$ cat src/hdl/complex_arithmetic_unit_assert.svh
// ----------------------------------------------------------------------------
// complex_arithmetic_unit assertion macros
// concurrent assertion wrappers, empty under synthesis
// ----------------------------------------------------------------------------
`ifndef COMPLEX_ARITHMETIC_UNIT_ASSERT_SVH
`define COMPLEX_ARITHMETIC_UNIT_ASSERT_SVH
`ifndef SYNTHESIS
`define CAU_ASSERT_IMP(label, clk, rst_n, a, c) \
	label: assert property (@(posedge clk) disable iff (!rst_n) (a) |-> (c)) \
		else $error("assertion failed");
`define CAU_ASSERT_NXT(label, clk, rst_n, a, c) \
	label: assert property (@(posedge clk) disable iff (!rst_n) (a) |=> (c)) \
		else $error("assertion failed");
`else
`define CAU_ASSERT_IMP(label, clk, rst_n, a, c)
`define CAU_ASSERT_NXT(label, clk, rst_n, a, c)
`endif
`endif

$ cat src/hdl/cau_pkg.sv
// ----------------------------------------------------------------------------
// cau_pkg
// shared types, mode codes, CORDIC step count and arctangent table of the complex arithmetic unit
// ----------------------------------------------------------------------------
package cau_pkg;
	typedef enum logic [2:0] {
		MODE_ADD = 3'd0,
		MODE_MUL = 3'd1,
		MODE_DIV = 3'd2,
		MODE_PAR = 3'd3,
		MODE_POL = 3'd4
	} mode_t;

	localparam int CORDIC_STEPS = 32;

	function automatic logic [31:0] atan_lut(input logic [4:0] i);
		logic [31:0] r;
		case (i)
			5'd0: r = 32'h20000000; 5'd1: r = 32'h12E4051E; 5'd2: r = 32'h09FB385B;
			5'd3: r = 32'h051111D4; 5'd4: r = 32'h028B0D43; 5'd5: r = 32'h0145D7E1;
			5'd6: r = 32'h00A2F61E; 5'd7: r = 32'h00517C55; 5'd8: r = 32'h0028BE53;
			5'd9: r = 32'h00145F2F; 5'd10: r = 32'h000A2F98; 5'd11: r = 32'h000517CC;
			5'd12: r = 32'h00028BE6; 5'd13: r = 32'h000145F3; 5'd14: r = 32'h0000A2FA;
			5'd15: r = 32'h0000517D; 5'd16: r = 32'h000028BE; 5'd17: r = 32'h0000145F;
			5'd18: r = 32'h00000A30; 5'd19: r = 32'h00000518; 5'd20: r = 32'h0000028C;
			5'd21: r = 32'h00000146; 5'd22: r = 32'h000000A3; 5'd23: r = 32'h00000051;
			5'd24: r = 32'h00000029; 5'd25: r = 32'h00000014; 5'd26: r = 32'h0000000A;
			5'd27: r = 32'h00000005; 5'd28: r = 32'h00000003; 5'd29: r = 32'h00000001;
			5'd30: r = 32'h00000001; default: r = 32'h00000000;
		endcase
		return r;
	endfunction
endpackage

$ cat src/hdl/cau_cell.sv
// ----------------------------------------------------------------------------
// cau_cell
// one cell of the pipeline chain: a restoring divide step for both result
// parts, a square root step and a vectoring rotation step
// ----------------------------------------------------------------------------
module cau_cell #(
	parameter int NW = 200,
	parameter int DW = 140,
	parameter int QW = 40,
	parameter int SW = 64,
	parameter int CW = 66,
	parameter int QB = 1,
	parameter int SB = 2,
	parameter int QLO = 0,
	parameter int SLO = 0,
	parameter int IDX = 0,
	parameter int PW = 8
) (
	input  logic          clk,
	input  logic          en,
	input  logic [NW-1:0] nr_i,
	input  logic [NW-1:0] ni_i,
	input  logic [DW-1:0] d_i,
	input  logic [QW-1:0] qr_i,
	input  logic [QW-1:0] qi_i,
	input  logic [SW-1:0] sx_i,
	input  logic [SW-1:0] sr_i,
	input  logic signed [CW-1:0] cx_i,
	input  logic signed [CW-1:0] cy_i,
	input  logic [31:0]   cz_i,
	input  logic [PW-1:0] side_i,
	output logic [NW-1:0] nr_o,
	output logic [NW-1:0] ni_o,
	output logic [DW-1:0] d_o,
	output logic [QW-1:0] qr_o,
	output logic [QW-1:0] qi_o,
	output logic [SW-1:0] sx_o,
	output logic [SW-1:0] sr_o,
	output logic signed [CW-1:0] cx_o,
	output logic signed [CW-1:0] cy_o,
	output logic [31:0]   cz_o,
	output logic [PW-1:0] side_o
);
	logic [NW-1:0] nr_n, ni_n;
	logic [QW-1:0] qr_n, qi_n;
	logic [SW-1:0] sx_n, sr_n;
	logic signed [CW-1:0] cx_n, cy_n;
	logic [31:0] cz_n;

	always_comb begin
		logic [NW-1:0] ds;
		logic [SW-1:0] bt, acc;
		nr_n = nr_i;
		ni_n = ni_i;
		qr_n = qr_i;
		qi_n = qi_i;
		for (int k = QB - 1; k >= 0; k--) begin
			ds = NW'(d_i) << (QLO + k);
			if (nr_n >= ds) begin
				nr_n = nr_n - ds;
				qr_n[QLO + k] = 1'b1;
			end
			if (ni_n >= ds) begin
				ni_n = ni_n - ds;
				qi_n[QLO + k] = 1'b1;
			end
		end
		sx_n = sx_i;
		sr_n = sr_i;
		for (int k = SB - 1; k >= 0; k--) begin
			bt = SW'(1) << (2 * (SLO + k));
			acc = sr_n + bt;
			if (sx_n >= acc) begin
				sx_n = sx_n - acc;
				sr_n = (sr_n >> 1) + bt;
			end else begin
				sr_n = sr_n >> 1;
			end
		end
		if (cy_i >= 0) begin
			cx_n = cx_i + (cy_i >>> IDX);
			cy_n = cy_i - (cx_i >>> IDX);
			cz_n = cz_i + cau_pkg::atan_lut(5'(IDX));
		end else begin
			cx_n = cx_i - (cy_i >>> IDX);
			cy_n = cy_i + (cx_i >>> IDX);
			cz_n = cz_i - cau_pkg::atan_lut(5'(IDX));
		end
	end

	always_ff @(posedge clk) begin
		if (en) begin
			nr_o   <= nr_n;
			ni_o   <= ni_n;
			d_o    <= d_i;
			qr_o   <= qr_n;
			qi_o   <= qi_n;
			sx_o   <= sx_n;
			sr_o   <= sr_n;
			cx_o   <= cx_n;
			cy_o   <= cy_n;
			cz_o   <= cz_n;
			side_o <= side_i;
		end
	end
endmodule

$ cat config.mk
export PLATFORM = sky130hd
export DESIGN_NAME = cau_cell
export DESIGN_NICKNAME = d
export VERILOG_FILES = /design/src/hdl/complex_arithmetic_unit_assert.svh /design/src/hdl/cau_pkg.sv /design/src/hdl/cau_cell.sv
export SDC_FILE = /design/constraint.sdc
export NUM_CORES = 2
export LEC_CHECK = 0
export BUFFER_PORTS_ARGS = -buffer_cell sky130_fd_sc_hd__buf_2
export CAP_MARGIN = 20
export CORE_AREA = 2 2 723 725
export DETAILED_ROUTE_END_ITERATION = 8
export DIE_AREA = 0 0 725 727
export PLACE_DENSITY = 0.3
export SLEW_MARGIN = 20
export SYNTH_ARGS = -nofsm -noshare
export SYNTH_HDL_FRONTEND = slang
export SYNTH_SLANG_ARGS = --single-unit
$ cat constraint.sdc
create_clock -name clk -period 23.4 [get_ports clk]
set_input_delay 5.85 -clock clk [delete_from_list [all_inputs] [get_ports clk]]
set_output_delay 5.85 -clock clk [all_outputs]
set_load 0.005 [all_outputs]
==> metrics.txt <==
status finished, final reports clean; Netlist cell types 102; Critical path origin sr_i[2]; post-route minimum period 18.30 ns; clk buf depth 4; startpoint types input pin; P_leak 0.0402 µW; detailed-route DRC error count 0; sequential area share after synthesis 34.4%; vias in the first global route 81.8k; Clk pin slew, worst setup/hold paths 0.06 ns; Synth Cell Area 80300 µm²; Max-Cap Viols 0; Pre-antenna DRT Iters 8; vias after detailed routing 82.3k; initial DRC count 6592; DR top layer met5; number of synthesized register bits 919; kind of critical path in2reg; cts hold-fix bufs 0; Tcrit/Tclk final 78.2%; total grt overflow 0; CTS Buf Count 143; internal power 4160 µW; RSZ-0062 raised after global routing false; htree depth 4; Layout Utilization 19.7%; switching power 2750 µW; worst slew pin tran 1.15 ns; HP Class in2reg; HPWL after DPL 489 mm; IO Count 1842; GR Util All Layers 20.4%; Fin Setup TNS 0 ns; initial core utilization 15.5%; Die ar. 527000 µm²; Fin. Hold Viols 0; dpl cell area 97200 µm²; power per cell area 67.6 nW/µm²; highest ir drop seen on vdd 0.0494 mV; Post-Syn Nets 11.0k; die width 725 µm; cells after synthesis 9496; Core Area 519000 µm²; Met1 Wirelength 218 mm; hold path depth 1; power share of the clock group 31.5%; Top FF cell, synth edfxtp_1; CTS tree yes; final setup violating endpoints 0; routed len/inst 30.7 µm; Clock Sinks 919; most used cell, CP nor4_1; total wire length 564 mm; global-route wire length before repair 744 mm; layout cells sized above 1 20.5%; # rows 265; final cell count without fillers 18.4k; placed cell count 17.9k; cell taking the most area after synthesis edfxtp_1; YS warnings 0; antenna viol nets, final 0; Layout area overhead 27.3%; post-synth top area share 34.4%; crit path max fanout 63; EDFF count, synth 919; Switching Share 39.8%; final slew viol count 0; power share of the combinational group 35.8%; Max transition margin 22.4%; Peak Freq 54.6 MHz; pin count of the biggest net entering global routing 141; vias per cell 4.48; Detail Route met3 WL 31.9 mm; Async SR Flop Fraction 0%; design area 102000 µm²; Layout Nets 12.6k; CP endpoint kind register; clk root buf clkbuf_16; initial antenna violation count 247; Synth area leaders edfxtp_1, ha_1, a21oi_1, xnor2_1, nor2_1; post-CTS setup buffer count 0; CP max stage cell nor4_1; Sequential Power Share 32.7%; IO buf count 1841; met2 wire length 287 mm; delay-heaviest family, CP simple AND/OR/NAND/NOR gates; Critical Path Sink sr_o[54]$_DFFE_PP_; critical path required time 24.04 ns; CP arrival 18.95 ns; Avg Inst Size Synth 8.45 µm²; post_cts resized 0; Worst path max stage delay 0.78 ns; routability cong. 0.907; die height 727 µm; critical path depth 35; CP Buf/Inv Count 4
-- power groups by stage --
stage / logic, µW / registers [µW] / clock network, µW
final: 2470 / 2260 / 2170
after global routing: 2660 / 2280 / 2320
after CTS: 2510 / 2270 / 2280
after detailed placement: 2490 / 2300 / 0
after global placement: 2520 / 2300 / 0
after floorplan: 1210 / 2230 / 0
-- sequential cells by signal, summed over array words and instances, names as in the netlist, 64 cells and up --
| name | cells |
|---|---|
| ni_o | 200 |
| nr_o | 200 |
| d_o | 140 |
| cx_o | 66 |
| cy_o | 65 |
| sr_o | 64 |
| sx_o | 64 |
-- cell usage after synthesis (21+ instances only) --
master and n:
nor2b_1 60, a31oi_1 79, a21boi_0 50, clkbuf_1 420, o21a_1 105, inv_1 501, nand2_1 757, or2_2 33
nand3_1 171, mux2_2 43, nand2b_1 81, edfxtp_1 919, nor3_1 223, o22ai_1 21, or4_1 44, a21o_1 297
buf_1 35, o21bai_1 170, o211ai_1 41, xnor2_1 565, or3_1 65, o31ai_1 85, ha_1 608, a21oi_1 1162
nand4_1 289, and3_1 64, nor2_1 1088, o21ai_0 525, nor4_1 107, and4_1 28, a211oi_1 57, and2_1 49
o31a_1 25, o221ai_1 25, xor2_1 297, mux2i_1 32
-- worst min-delay path by stage --
stage	startpoint	slack (ns)	endpoint
6_report	qi_i[38]	5.09	qi_o[38]$_DFFE_PP_
4_1_cts	d_i[57]	5.00	d_o[57]$_DFFE_PP_
5_1_grt	qi_i[38]	5.02	qi_o[38]$_DFFE_PP_
3_5_place_dp	qr_i[17]	6.03	qr_o[17]$_DFFE_PP_
2_1_floorplan	cz_i[0]	5.95	cz_o[0]$_DFFE_PP_
3_3_place_gp	qi_i[13]	6.03	qi_o[13]$_DFFE_PP_
-- layer usage --
layer,vias to the layer above,GRT usage [%]
met4,78,8.38
met5,-,0
met3,751,3.95
met1,40500,23.2
li1,38200,-
met2,2818,37.3
-- layout make-up --
type	count	area, µm²
Clock buffer	173	3690
Sequential cell	919	27600
Tap cell	6942	8690
Timing Repair Buffer	1950	10100
Fill cell	59100	417000
Multi-Input combinational cell	7580	48900
Clock inverter	74	723
Inverter	513	1930
Antenna cell	216	541
-- cells in the final DEF (no fill, tap or decap), types with 171 or more instances in the layout --
master    instances
ha_1            608
o21ai_0         521
edfxtp_1        919
nor3_1          223
xor2_1          297
nand4_1         289
inv_1           500
nand2_1         756
a21o_1          297
buf_2          1839
nand3_1         171
xnor2_1         565
nor2_1         1088
diode_2         216
a21oi_1        1162
-- cells by family after synthesis --
| logic type | Yosys count | share of synthesized area (%) |
|---|---|---|
| simple gates | 3163 | 18.8 |
| compound gates | 2863 | 21.9 |
| buf+inv | 997 | 4.78 |
| flops | 919 | 34.4 |
| xor+xnor | 862 | 9.41 |
| fa+ha+maj | 616 | 9.68 |
| mux | 75 | 1.00 |
| other cells | 1 | 0.00467 |
-- metrics by stage --
stage               setup slack (ns)  power, µW  hold slack, ns
detailed placement              4.10       4790            6.03
global placement                4.16       4830            6.03
floorplan                       7.94       3440            5.95
finish                          5.10       6900            5.09
CTS                             5.08       7060            5.00
global route                    4.40       7250            5.02
Power figures use the tool's default switching activity.
